File: src/rtl/price_level_order_queue_unit_assert.svh
// ----------------------------------------------------------------------------
// Price level order queue assertion macros
// Shared concurrent assertion forms for the price level order queue.
// ----------------------------------------------------------------------------
`ifndef PRICE_LEVEL_ORDER_QUEUE_UNIT_ASSERT_SVH
`define PRICE_LEVEL_ORDER_QUEUE_UNIT_ASSERT_SVH

// same-cycle implication
`define PLQ_ASSERT_IMP(label, clk, rst, ante, cons) \
   label: assert property (@(posedge clk) disable iff (rst) (ante) |-> (cons)) \
      else $error("price level queue check failed");

// next-cycle implication
`define PLQ_ASSERT_NXT(label, clk, rst, ante, cons) \
   label: assert property (@(posedge clk) disable iff (rst) (ante) |=> (cons)) \
      else $error("price level queue check failed");

`endif

File: src/rtl/plq_pkg.sv
// ----------------------------------------------------------------------------
// plq_pkg
// Shared constants, codes and types of the price level order queue.
// ----------------------------------------------------------------------------
package plq_pkg;

   localparam int QUEUE_DEPTH = 64;
   localparam int ADDR_W      = $clog2(QUEUE_DEPTH);
   localparam int CNT_W       = $clog2(QUEUE_DEPTH + 1);

   localparam int ID_W        = 32;
   localparam int QTY_W       = 32;
   localparam int DELTA_W     = QTY_W + 1;
   localparam int VOL_W       = 40;
   localparam int COUNT_OUT_W = 7;
   localparam int STATUS_W    = 2;

   localparam logic [VOL_W-1:0] VOL_SAT_MAX = {1'b0, {(VOL_W-1){1'b1}}};
   localparam logic [VOL_W-1:0] VOL_SAT_MIN = {1'b1, {(VOL_W-1){1'b0}}};

   localparam logic KIND_ADD    = 1'b0;
   localparam logic KIND_REMOVE = 1'b1;

   typedef enum logic [STATUS_W-1:0] {
      STATUS_DONE      = 2'd0,
      STATUS_NOT_FOUND = 2'd1,
      STATUS_FULL      = 2'd2,
      STATUS_NULL      = 2'd3
   } status_type;

   typedef enum logic [2:0] {
      S_IDLE,
      S_CHECK,
      S_SEARCH,
      S_SHIFT,
      S_FINISH
   } state_type;

   typedef struct packed {
      logic                      en;
      logic signed [DELTA_W-1:0] delta;
   } vol_cmd_type;

endpackage

File: src/rtl/plq_ram.sv
// ----------------------------------------------------------------------------
// plq_ram
// Generic single write port, single read port RAM with registered read.
// ----------------------------------------------------------------------------
module plq_ram #(
   parameter int WIDTH = 32,
   parameter int DEPTH = 64
) (
   input  logic                     clock,
   input  logic                     wr_en,
   input  logic [$clog2(DEPTH)-1:0] wr_addr,
   input  logic [WIDTH-1:0]         wr_data,
   input  logic [$clog2(DEPTH)-1:0] rd_addr,
   output logic [WIDTH-1:0]         rd_data
);

   logic [WIDTH-1:0] mem_ff [DEPTH];
   logic [WIDTH-1:0] rd_data_ff;

   always_ff @(posedge clock) begin
      if (wr_en) begin
         mem_ff[wr_addr] <= wr_data;
      end
      rd_data_ff <= mem_ff[rd_addr];
   end

   assign rd_data = rd_data_ff;

endmodule

File: src/rtl/plq_vol.sv
// ----------------------------------------------------------------------------
// plq_vol
// Running unfilled volume: one saturating signed adder and its register.
// ----------------------------------------------------------------------------
module plq_vol
   import plq_pkg::*;
(
   input  logic                    clock,
   input  logic                    reset,
   input  vol_cmd_type             vol_cmd,
   output logic signed [VOL_W-1:0] vol_sum
);

   logic signed [VOL_W-1:0] sum_ff;
   logic signed [VOL_W-1:0] sum_in;
   logic        [VOL_W:0]   sum_wide;
   logic                    overflow;

   assign sum_wide = {sum_ff[VOL_W-1], sum_ff}
                   + {{(VOL_W+1-DELTA_W){vol_cmd.delta[DELTA_W-1]}}, vol_cmd.delta};
   assign overflow = sum_wide[VOL_W] != sum_wide[VOL_W-1];

   always_comb begin
      sum_in = sum_ff;
      if (vol_cmd.en) begin
         if (overflow) begin
            sum_in = sum_wide[VOL_W] ? VOL_SAT_MIN : VOL_SAT_MAX;
         end else begin
            sum_in = sum_wide[VOL_W-1:0];
         end
      end
   end

   always_ff @(posedge clock) begin
      if (reset) begin
         sum_ff <= '0;
      end else begin
         sum_ff <= sum_in;
      end
   end

   assign vol_sum = sum_ff;

endmodule

File: src/rtl/plq_ctrl.sv
// ----------------------------------------------------------------------------
// plq_ctrl
// Sequencer of the order queue: add, search with one shared compare,
// compaction through the RAM, and the result register.
// ----------------------------------------------------------------------------
module plq_ctrl
   import plq_pkg::*;
(
   input  logic                    clock,
   input  logic                    reset,
   input  logic                    req_valid,
   output logic                    req_stall,
   input  logic                    req_kind,
   input  logic [ID_W-1:0]         req_order_id,
   input  logic [QTY_W-1:0]        req_quantity,
   input  logic [QTY_W-1:0]        req_filled,
   output logic                    rsp_valid,
   input  logic                    rsp_stall,
   output logic [STATUS_W-1:0]     rsp_status,
   output logic [VOL_W-1:0]        rsp_total_volume,
   output logic [COUNT_OUT_W-1:0]  rsp_order_count,
   output logic                    rsp_level_empty,
   output logic [ID_W-1:0]         rsp_front_id,
   output logic [ID_W-1:0]         rsp_back_id,
   output logic                    ram_wr_en,
   output logic [ADDR_W-1:0]       ram_wr_addr,
   output logic [ID_W-1:0]         ram_wr_data,
   output logic [ADDR_W-1:0]       ram_rd_addr,
   input  logic [ID_W-1:0]         ram_rd_data,
   output vol_cmd_type             vol_cmd,
   input  logic signed [VOL_W-1:0] vol_sum
);

   state_type                 state_ff, state_in;
   logic                      kind_ff, kind_in;
   logic [ID_W-1:0]           id_ff, id_in;
   logic signed [DELTA_W-1:0] rem_ff, rem_in;
   logic [CNT_W-1:0]          count_ff, count_in;
   logic [ADDR_W-1:0]         idx_ff, idx_in;
   logic [ID_W-1:0]           prev_ff, prev_in;
   logic [ID_W-1:0]           front_ff, front_in;
   logic [ID_W-1:0]           back_ff, back_in;
   status_type                status_ff, status_in;

   logic                      rsp_valid_ff, rsp_valid_in;
   logic [STATUS_W-1:0]       rsp_status_ff, rsp_status_in;
   logic [VOL_W-1:0]          rsp_total_ff, rsp_total_in;
   logic [COUNT_OUT_W-1:0]    rsp_count_ff, rsp_count_in;
   logic                      rsp_empty_ff, rsp_empty_in;
   logic [ID_W-1:0]           rsp_front_ff, rsp_front_in;
   logic [ID_W-1:0]           rsp_back_ff, rsp_back_in;

   logic                      req_accept;
   logic                      rsp_accept;
   logic [CNT_W-1:0]          idx_ext;
   logic                      search_last;
   logic                      shift_last;
   logic                      id_match;
   logic                      queue_full;
   logic                      rem_positive;

   assign req_stall  = !((state_ff == S_IDLE) && (!rsp_valid_ff || !rsp_stall));
   assign req_accept = req_valid && !req_stall;
   assign rsp_accept = rsp_valid_ff && !rsp_stall;

   assign idx_ext      = CNT_W'(idx_ff);
   assign search_last  = (idx_ext + CNT_W'(1)) == count_ff;
   assign shift_last   = (idx_ext + CNT_W'(2)) == count_ff;
   assign id_match     = ram_rd_data == id_ff;
   assign queue_full   = count_ff == CNT_W'(QUEUE_DEPTH);
   assign rem_positive = !rem_ff[DELTA_W-1] && (rem_ff != '0);

   // next state
   always_comb begin
      state_in = state_ff;
      case (state_ff)
         S_IDLE: begin
            if (req_accept) begin
               state_in = S_CHECK;
            end
         end
         S_CHECK: begin
            if (id_ff == '0 || kind_ff == KIND_ADD || count_ff == '0) begin
               state_in = S_FINISH;
            end else begin
               state_in = S_SEARCH;
            end
         end
         S_SEARCH: begin
            if (search_last) begin
               state_in = S_FINISH;
            end else if (id_match) begin
               state_in = S_SHIFT;
            end
         end
         S_SHIFT: begin
            if (shift_last) begin
               state_in = S_FINISH;
            end
         end
         S_FINISH: state_in = S_IDLE;
         default:  state_in = S_IDLE;
      endcase
   end

   // datapath and outputs
   always_comb begin
      kind_in       = kind_ff;
      id_in         = id_ff;
      rem_in        = rem_ff;
      count_in      = count_ff;
      idx_in        = idx_ff;
      prev_in       = prev_ff;
      front_in      = front_ff;
      back_in       = back_ff;
      status_in     = status_ff;
      rsp_valid_in  = rsp_accept ? 1'b0 : rsp_valid_ff;
      rsp_status_in = rsp_status_ff;
      rsp_total_in  = rsp_total_ff;
      rsp_count_in  = rsp_count_ff;
      rsp_empty_in  = rsp_empty_ff;
      rsp_front_in  = rsp_front_ff;
      rsp_back_in   = rsp_back_ff;
      ram_wr_en     = 1'b0;
      ram_wr_addr   = '0;
      ram_wr_data   = id_ff;
      ram_rd_addr   = '0;
      vol_cmd       = '0;
      case (state_ff)
         S_IDLE: begin
            if (req_accept) begin
               kind_in = req_kind;
               id_in   = req_order_id;
               rem_in  = {1'b0, req_quantity} - {1'b0, req_filled};
            end
         end
         S_CHECK: begin
            if (id_ff == '0) begin
               status_in = STATUS_NULL;
            end else if (kind_ff == KIND_ADD) begin
               if (queue_full) begin
                  status_in = STATUS_FULL;
               end else begin
                  ram_wr_en     = 1'b1;
                  ram_wr_addr   = count_ff[ADDR_W-1:0];
                  back_in       = id_ff;
                  if (count_ff == '0) begin
                     front_in = id_ff;
                  end
                  count_in      = count_ff + CNT_W'(1);
                  vol_cmd.en    = 1'b1;
                  vol_cmd.delta = rem_ff;
                  status_in     = STATUS_DONE;
               end
            end else if (count_ff == '0) begin
               status_in = STATUS_NOT_FOUND;
            end else begin
               idx_in = '0;
            end
         end
         S_SEARCH: begin
            ram_rd_addr = idx_ff + ADDR_W'(1);
            prev_in     = ram_rd_data;
            if (id_match) begin
               status_in = STATUS_DONE;
               if (search_last) begin
                  back_in       = prev_ff;
                  count_in      = count_ff - CNT_W'(1);
                  vol_cmd.en    = rem_positive;
                  vol_cmd.delta = -rem_ff;
               end
            end else if (search_last) begin
               status_in = STATUS_NOT_FOUND;
            end else begin
               idx_in = idx_ff + ADDR_W'(1);
            end
         end
         S_SHIFT: begin
            ram_wr_en   = 1'b1;
            ram_wr_addr = idx_ff;
            ram_wr_data = ram_rd_data;
            ram_rd_addr = idx_ff + ADDR_W'(2);
            if (idx_ff == '0) begin
               front_in = ram_rd_data;
            end
            if (shift_last) begin
               count_in      = count_ff - CNT_W'(1);
               vol_cmd.en    = rem_positive;
               vol_cmd.delta = -rem_ff;
            end else begin
               idx_in = idx_ff + ADDR_W'(1);
            end
         end
         S_FINISH: begin
            rsp_valid_in  = 1'b1;
            rsp_status_in = status_ff;
            rsp_total_in  = vol_sum;
            rsp_count_in  = COUNT_OUT_W'(count_ff);
            rsp_empty_in  = count_ff == '0;
            rsp_front_in  = (count_ff == '0) ? '0 : front_ff;
            rsp_back_in   = (count_ff == '0) ? '0 : back_ff;
         end
         default: begin
         end
      endcase
   end

   always_ff @(posedge clock) begin
      if (reset) begin
         state_ff     <= S_IDLE;
         count_ff     <= '0;
         rsp_valid_ff <= 1'b0;
      end else begin
         state_ff     <= state_in;
         count_ff     <= count_in;
         rsp_valid_ff <= rsp_valid_in;
      end
   end

   always_ff @(posedge clock) begin
      kind_ff       <= kind_in;
      id_ff         <= id_in;
      rem_ff        <= rem_in;
      idx_ff        <= idx_in;
      prev_ff       <= prev_in;
      front_ff      <= front_in;
      back_ff       <= back_in;
      status_ff     <= status_in;
      rsp_status_ff <= rsp_status_in;
      rsp_total_ff  <= rsp_total_in;
      rsp_count_ff  <= rsp_count_in;
      rsp_empty_ff  <= rsp_empty_in;
      rsp_front_ff  <= rsp_front_in;
      rsp_back_ff   <= rsp_back_in;
   end

   assign rsp_valid        = rsp_valid_ff;
   assign rsp_status       = rsp_status_ff;
   assign rsp_total_volume = rsp_total_ff;
   assign rsp_order_count  = rsp_count_ff;
   assign rsp_level_empty  = rsp_empty_ff;
   assign rsp_front_id     = rsp_front_ff;
   assign rsp_back_id      = rsp_back_ff;

endmodule

File: src/rtl/price_level_order_queue_unit.sv
// ----------------------------------------------------------------------------
// price_level_order_queue_unit
// One price level of an order book: FIFO of order identifiers kept in a RAM,
// searched and compacted by a small sequencer, with a saturating volume total.
//
//   channel   direction  handshake           payload
//   req_      in         req_valid/stall     kind, order_id, quantity, filled
//   rsp_      out        rsp_valid/stall     status, total_volume, order_count,
//                                            level_empty, front_id, back_id
//
// Add, null and rejected transactions go from idle through the check and
// finish states; finish loads the result register. A remove also makes k RAM
// reads to find the match and s RAM writes to close the gap; k + s equals the
// number queued (up to QUEUE_DEPTH). One transaction is in flight; a new one
// is taken once the result register is empty or being drained. Synchronous
// reset empties the level and zeroes the total; queue RAM contents are not
// cleared.
// ----------------------------------------------------------------------------
`include "price_level_order_queue_unit_assert.svh"

module price_level_order_queue_unit
   import plq_pkg::*;
(
   input  logic                   clock,
   input  logic                   reset,
   input  logic                   req_valid,
   output logic                   req_stall,
   input  logic                   req_kind,
   input  logic [ID_W-1:0]        req_order_id,
   input  logic [QTY_W-1:0]       req_quantity,
   input  logic [QTY_W-1:0]       req_filled,
   output logic                   rsp_valid,
   input  logic                   rsp_stall,
   output logic [STATUS_W-1:0]    rsp_status,
   output logic [VOL_W-1:0]       rsp_total_volume,
   output logic [COUNT_OUT_W-1:0] rsp_order_count,
   output logic                   rsp_level_empty,
   output logic [ID_W-1:0]        rsp_front_id,
   output logic [ID_W-1:0]        rsp_back_id
);

   logic                    ram_wr_en;
   logic [ADDR_W-1:0]       ram_wr_addr;
   logic [ID_W-1:0]         ram_wr_data;
   logic [ADDR_W-1:0]       ram_rd_addr;
   logic [ID_W-1:0]         ram_rd_data;
   vol_cmd_type             vol_cmd;
   logic signed [VOL_W-1:0] vol_sum;

   plq_ctrl u_ctrl (
      .clock            (clock),
      .reset            (reset),
      .req_valid        (req_valid),
      .req_stall        (req_stall),
      .req_kind         (req_kind),
      .req_order_id     (req_order_id),
      .req_quantity     (req_quantity),
      .req_filled       (req_filled),
      .rsp_valid        (rsp_valid),
      .rsp_stall        (rsp_stall),
      .rsp_status       (rsp_status),
      .rsp_total_volume (rsp_total_volume),
      .rsp_order_count  (rsp_order_count),
      .rsp_level_empty  (rsp_level_empty),
      .rsp_front_id     (rsp_front_id),
      .rsp_back_id      (rsp_back_id),
      .ram_wr_en        (ram_wr_en),
      .ram_wr_addr      (ram_wr_addr),
      .ram_wr_data      (ram_wr_data),
      .ram_rd_addr      (ram_rd_addr),
      .ram_rd_data      (ram_rd_data),
      .vol_cmd          (vol_cmd),
      .vol_sum          (vol_sum)
   );

   plq_ram #(
      .WIDTH (ID_W),
      .DEPTH (QUEUE_DEPTH)
   ) u_ram (
      .clock   (clock),
      .wr_en   (ram_wr_en),
      .wr_addr (ram_wr_addr),
      .wr_data (ram_wr_data),
      .rd_addr (ram_rd_addr),
      .rd_data (ram_rd_data)
   );

   plq_vol u_vol (
      .clock   (clock),
      .reset   (reset),
      .vol_cmd (vol_cmd),
      .vol_sum (vol_sum)
   );

`PLQ_ASSERT_IMP(a_no_update_over_result, clock, reset, ram_wr_en || vol_cmd.en, !rsp_valid)
`PLQ_ASSERT_NXT(a_busy_after_accept, clock, reset, req_valid && !req_stall, req_stall)
`PLQ_ASSERT_IMP(a_count_in_range, clock, reset, rsp_valid, rsp_order_count <= COUNT_OUT_W'(QUEUE_DEPTH))
`PLQ_ASSERT_IMP(a_empty_ids_zero, clock, reset, rsp_valid && rsp_level_empty, rsp_front_id == '0 && rsp_back_id == '0)

endmodule
File: config.mk
export PLATFORM = sky130hd
export DESIGN_NAME = price_level_order_queue_unit
export DESIGN_NICKNAME = d
export VERILOG_FILES = /design/src/rtl/plq_pkg.sv /design/src/rtl/plq_ram.sv /design/src/rtl/plq_vol.sv /design/src/rtl/plq_ctrl.sv /design/src/rtl/price_level_order_queue_unit.sv
export VERILOG_INCLUDE_DIRS = /design/src /design/src/rtl
export SDC_FILE = /design/constraint.sdc
export NUM_CORES = 2
export LEC_CHECK = 0
export BUFFER_PORTS_ARGS = -buffer_cell sky130_fd_sc_hd__buf_2
export CAP_MARGIN = 10
export CELL_PAD_IN_SITES_DETAIL_PLACEMENT = 1
export CELL_PAD_IN_SITES_GLOBAL_PLACEMENT = 1
export CORE_AREA = 2 2 449 451
export DETAILED_ROUTE_END_ITERATION = 7
export DIE_AREA = 0 0 451 453
export PLACE_DENSITY_LB_ADDON = 0.1
export SYNTH_ARGS = -nofsm -noshare
export SYNTH_HDL_FRONTEND = slang
export SYNTH_HIERARCHICAL = 1
export SYNTH_SLANG_ARGS = --single-unit
File: constraint.sdc
create_clock -name clock -period 5.15 [get_ports clock]
set_input_delay 1.03 -clock clock [delete_from_list [all_inputs] [get_ports clock]]
set_output_delay 1.03 -clock clock [all_outputs]
set_load 0.1 [all_outputs]
[After elaboration in Yosys (flattened, before gate mapping)]
Memories as Yosys holds them, arrays and structs flattened. A register that Yosys moved wholly into a read port is not among the register bits.
Cells that the tools add are included.
Storage, ports and cells
  output and inout bits: 116
  logic and storage cells: 143
  bits in registers: 335
  memories: 1
  RAM bits: 2048
Operators by class
  reductions and logical operators: 27
  equality and inequality tests: 25
  add/sub/neg operators: 9
  bitwise gates (word level): 1
  muxes and demuxes: 62
Memories
  u_ram.mem_ff: depth 64, bits a word 32, read ports 1, clocked after Yosys merged registers in 1, wr ports 1, RTL line plq_ram.sv:17  | logic [WIDTH-1:0] mem_ff [DEPTH];
Operators with widths (count)
  $mux W32: 11
  $mux W34: 6
  $pmux W32 S2: 2
  $pmux W34 S3: 1
  $mux W40: 2
  $mux W6: 9
  $mux W7: 6
  $add A40 B33 Y41: 1
  $neg A33 Y33: 1
  $reduce_bool A33 Y1: 1
  $sub A32 B32 Y33: 1
  $eq A32 B32 Y1: 1
  $logic_not A32 Y1: 1
  $pmux W6 S2: 2
  $pmux W7 S3: 1
  $pmux W6 S3: 1
  $mux W3: 5
  $eq A7 B7 Y1: 2
  $ne A2 B1 Y1 const B: 7
  $ne A2 B2 Y1 const B: 7
  $reduce_and A7 Y1: 2
  $mux W2: 6
  $pmux W3 S4: 1
  $reduce_and A6 Y1: 2
  27 further kinds: 45

[Longest topological paths before layout]
  word-level depth: 8
  mapped depth: 25

[Cells and area by module]
The synthesis kept the hierarchy.
Modules (own cells, without submodules)
  plq_ram: cells an instance 3324, seq. area each 62139.6 µm², instances 1, area each 78515.3 µm²
  plq_ctrl: cells an instance 1290, seq. area each 8748.4 µm², instances 1, area each 14577.7 µm²
  plq_vol: cells an instance 532, seq. area each 800.8 µm², instances 1, area each 4036.4 µm²

[Least setup slack after synthesis]
Ideal clock, no wire load.
  kind: register to register
  from: reg u_ctrl.idx_ff[1]
  to: reg u_vol.sum_ff[21], in the netlist u_vol/vol_sum[21]
  cell stages (with the launch flop): 24
  period minus slack after synthesis: 5339 ps
  slack: -189 ps
  data arrival time: 5259 ps
  buffers on the path: 4
  cells stage by stage: edfxtp_1 -> ha_1 -> nand4_4 -> xnor2_1 -> or3_4 -> a2111oi_4 -> a21o_2 -> buf_6 -> buf_4 -> nand2_1 -> o21ai_0 -> inv_1 -> fa_1 -> nand2b_1 -> a21oi_2 -> o41ai_1 -> o31a_1 -> o31ai_4 -> a31oi_4 -> o31a_1 -> buf_6 -> buf_6 -> maj3_2 -> a211oi_2
RTL lines
  from (decl): RTL line plq_ctrl.sv:39  | logic [ADDR_W-1:0] idx_ff, idx_in;
  from (signal assigned): RTL line plq_ctrl.sv:224  | idx_ff <= idx_in;
  to (signal assigned): RTL line plq_vol.sv:38  | sum_ff <= sum_in;
  to (decl): RTL line plq_vol.sv:14  | logic signed [VOL_W-1:0] sum_ff;

==> parameters.txt <==
Parameter                              Value

STA
  Setup Skew ... 0.0458 ns
  RSZ-0062 raised after global routing ... yes
  Total setup violations reported at the end of the flow ... 11
  Final count of hold timing violations ... 0
  Post-route worst hold slack ... 0.331 ns
  Max-slew violation count ... 0
  Transition time at the pin with the least slew margin ... 1.29 ns
  Post-route clock period utilization ... 101%
  Relative slew margins ... 13.6%
  Time the worst path needs with I/O delays and setup ... 5.21 ns
  Highest clock rate ... 0.192 GHz
  Min setup slack post-route ... -0.0631 ns

Floorplan
  Die Area ... 0.204 mm2
  Y dimension of the die ... 453 um
  Initial cell density of the core ... 48.7%
  FP Rows ... 164
  Area of the placeable core ... 0.199 mm2
  Horiz. Die Dim ... 451 um
  Top-level I/O count ... 217

Place
  Estimated wirelength of the detail-placed design ... 175000 um
  Weighted congestion at the end of routability-driven global placement ... 0.873
  Total cell area at the placement stage ... 0.105 mm2
  Post-Place Setup Slack ... -0.257 ns
  Number of port buffers ... 216

Routing
  Violation count after the first detailed-routing iteration ... 5449
  Final wirelength ... 279000 um
  ANT nets after route ... 0
  WL/cell ... 31.7 um
  Via count ... 53400
  Avg Vias per Cell ... 6.08
  Detailed-routing iteration count for the pre-antenna-repair pass ... 5
  Number of design rule violations left after detail routing ... 0

Power and ir drop
  Sw power ... 11.6 mW
  Leakage dissipation ... 36.9 nW
  Combinational Power Share ... 12.3%
  Internal power summed over all cells ... 34.3 mW
  Final total power ... 45.8 mW
  Maximum vdd ir drop ... 0.416 mV
  Part of the total power dissipated in sequential elements ... 50.3%
  Total power divided by cell area ... 400 mW/mm2
  Sw Share ... 25.3%
  Part of the power in the clock network ... 37.3%

Synth
  Seq/Total Area, Yosys ... 73.8%
  Proportion of synthesized flip-flops having asynchronous set or reset ... 0%
  Synth warn ... 6
  Synth Cell Area ... 0.0971 mm2
  Leading register cell type out of synthesis ... edfxtp_1
  Number of flops mapped to enable cells by yosys ... 2332
  Synth unique cells ... 100
  Net count after synthesis ... 5332
  Synthesized area divided by synthesized cell count ... 18.9 um2
  Count of mapped cells out of synthesis ... 5146
  #FFs+latches synth ... 2415

Critical path
  Worst flop-to-flop path startpoint ... u_ctrl/idx_ff[1]
  Cell repeated most along the worst path ... buf_6
  Slowest Stage Delay on Critical Path ... 0.43 ns
  Logic depth of the worst register-to-register path ... 28
  Critical Setup Path Class ... register to register
  Largest fanout on the critical path ... 8
  Data required time at the worst endpoint ... 5.88 ns
  Setup crit start kind ... register
  Endpoint of the most critical register-to-register path ... u_vol/vol_sum[29]
  Arrival @ worst endpoint ... 5.94 ns
  Reg-to-reg setup timing slack ... -0.06 ns
  Critical path capture point type ... register
  Slowest cell on the critical path ... edfxtp_1

Clock network
  Root Buffer Master ... clkbuf_16
  Clock Sink Count ... 2415
  H-tree Lvls ... 4
  Clock-pin transition on the worst setup and hold timing paths ... 0.06 ns
  Clock tree from TritonCTS ... done
  Latest clock arrival within the worst-skew pair ... 0.87 ns
  TritonCTS Buffers ... 239
  Maximum count of clock buffers along a single path ... 3

Finish
  Final net count ... 6111
  Non-Filler Cell Area, Final ... 0.114 mm2
  Commonest non-fill, non-tap cell in the layout ... edfxtp_1
  Area growth from synthesis to layout ... 17.9%
  Share of post-route cells with drive strength above 1 ... 32.4%
  Top library cells by usage in the layout, fill and taps aside ... edfxtp_1 (2332), mux4_2 (544), buf_4 (509)
  Utilization after layout ... 57.5%

GRT
  Gr usage total ... 27.2%
  Largest net degree at the start of global routing ... 104
  Grt ovf ... 0
  Via count of the first global-routing pass ... 55300
  First-pass GRT wire length ... 398000 um
  Number of antenna violations at the first check in global routing ... 22

Min path
  Hold Startpoint ... req_order_id[10]
  Endpoint of the worst hold path ... u_ctrl/id_ff[10]
  Number of instances on the worst hold path ... 1
  Worst min path class ... input port to register

Status
  Failing checks ... setup timing
  Status ... finished with violations

Run
  Max-cap check violation count ... 0
-- Yosys cell counts (29+ instances only) --
cell      number  area share [%]
a21o_1        29            0.22
a21oi_1      193            0.99
a311oi_1      35            0.32
buf_2         70            0.36
buf_4         30            0.23
clkbuf_1     122            0.47
dfxtp_1       83             1.7
edfxtp_1    2332              72
ha_1          82             1.1
inv_1         73            0.28
mux2i_1      103             1.1
mux4_2       544              13
nand2_1      315             1.2
nand2b_1      30            0.19
nor2_1       271             1.0
nor2b_1       89            0.57
nor3_1        43            0.22
o21ai_0       79            0.41
o22ai_1       88            0.57
xnor2_1       48            0.43
xor2_1        62            0.56
-- power by group through the flow --
stage	Clock, mW	Combinational [mW]	Sequential [mW]
2_1_floorplan	0	2.45	23.8
3_3_place_gp	0	5.11	23.4
3_5_place_dp	0	5.25	23.5
4_1_cts	17.4	5.41	23.1
5_1_grt	18.1	6.02	23.1
6_report	17.1	5.66	23.1
-- what timing repair did --
action                     in CTS  in global routing
resized for setup              87                153
gates cloned                    0                  1
pin swaps                      51                 75
hold buffers                    0                  0
setup endpoints to repair      39                 40
buffers inserted               42                 31
-- logic make-up after synthesis --
group	share of synthesized area, %
flops	73.8
simple gates	4.41
mux	13.7
compound gates	4.24
buf+inv	1.62
xor+xnor	0.992
fa+ha+maj	1.24
-- flip-flops by register name, indices dropped and copies added (netlist names), 32 cells and up --
register	count
u_ctrl/rsp_back_id	32
u_ctrl/front_ff	32
u_ram/rd_data	32
u_ctrl/prev_ff	32
u_ctrl/rem_ff	33
u_vol/vol_sum	40
u_ram/mem_ff	2048
u_ctrl/rsp_total_volume	40
u_ctrl/id_ff	32
u_ctrl/back_ff	32
u_ctrl/rsp_front_id	32
-- area by class of cell --
| cell class | count | area [um2] |
|---|---|---|
| diodes | 2 | 5.00 |
| clock buffers | 305 | 6330 |
| clock inverters | 136 | 1280 |
| fillers | 17500 | 84800 |
| inverters | 74 | 278 |
| multi-input cells | 2393 | 25400 |
| flip-flops and latches | 2415 | 71700 |
| well taps | 2656 | 3320 |
| repair buffers | 802 | 6190 |
-- through the flow --
step	instances	setup TNS [ns]
after global routing	8781	-7.70
final	8783	-0.302
after CTS	8752	0
after floorplan	5146	0
after global placement	8270	-2.29
after detailed placement	8270	-5.86
-- metal layers --
layer / global-route usage (%) / share of wire [%] / up-vias / routed length (um)
met5: 0 / 0.031 / - / 85
met4: 8.87 / 3.4 / 10 / 9520
met3: 4.70 / 7.1 / 444 / 19900
met2: 44.3 / 49 / 1918 / 136000
met1: 37.6 / 41 / 28600 / 113000
li1: - / - / 22400 / -
-- how the worst max path moves through the flow --
| stage | startpoint | endpoint | slack (ns) | depth (start not counted) |
|---|---|---|---|---|
| after floorplan | u_ctrl/idx_ff[1] | u_vol/vol_sum[21] | 0.04 | 23 |
| after global placement | u_ctrl/idx_ff[1] | u_vol/vol_sum[33] | -0.20 | 24 |
| after detailed placement | u_ctrl/idx_ff[1] | u_vol/vol_sum[19] | -0.26 | 24 |
| after CTS | u_ctrl/idx_ff[1] | u_vol/vol_sum[26] | 0.002 | 26 |
| after global routing | u_ctrl/idx_ff[1] | u_vol/vol_sum[26] | -0.30 | 27 |
| final | u_ctrl/idx_ff[1] | u_vol/vol_sum[29] | -0.06 | 28 |
-- worst max-delay path: cells and delay by family, from the launching register on --
| family | cells | cell delay [ns] |
|---|---|---|
| simple gates | 5 | 0.51 |
| buf+inv | 10 | 1.45 |
| fa+ha+maj | 2 | 0.45 |
| compound gates | 10 | 2.00 |
| flops | 1 | 0.43 |
| xor+xnor | 1 | 0.21 |
(Power assumes the default switching activity.)
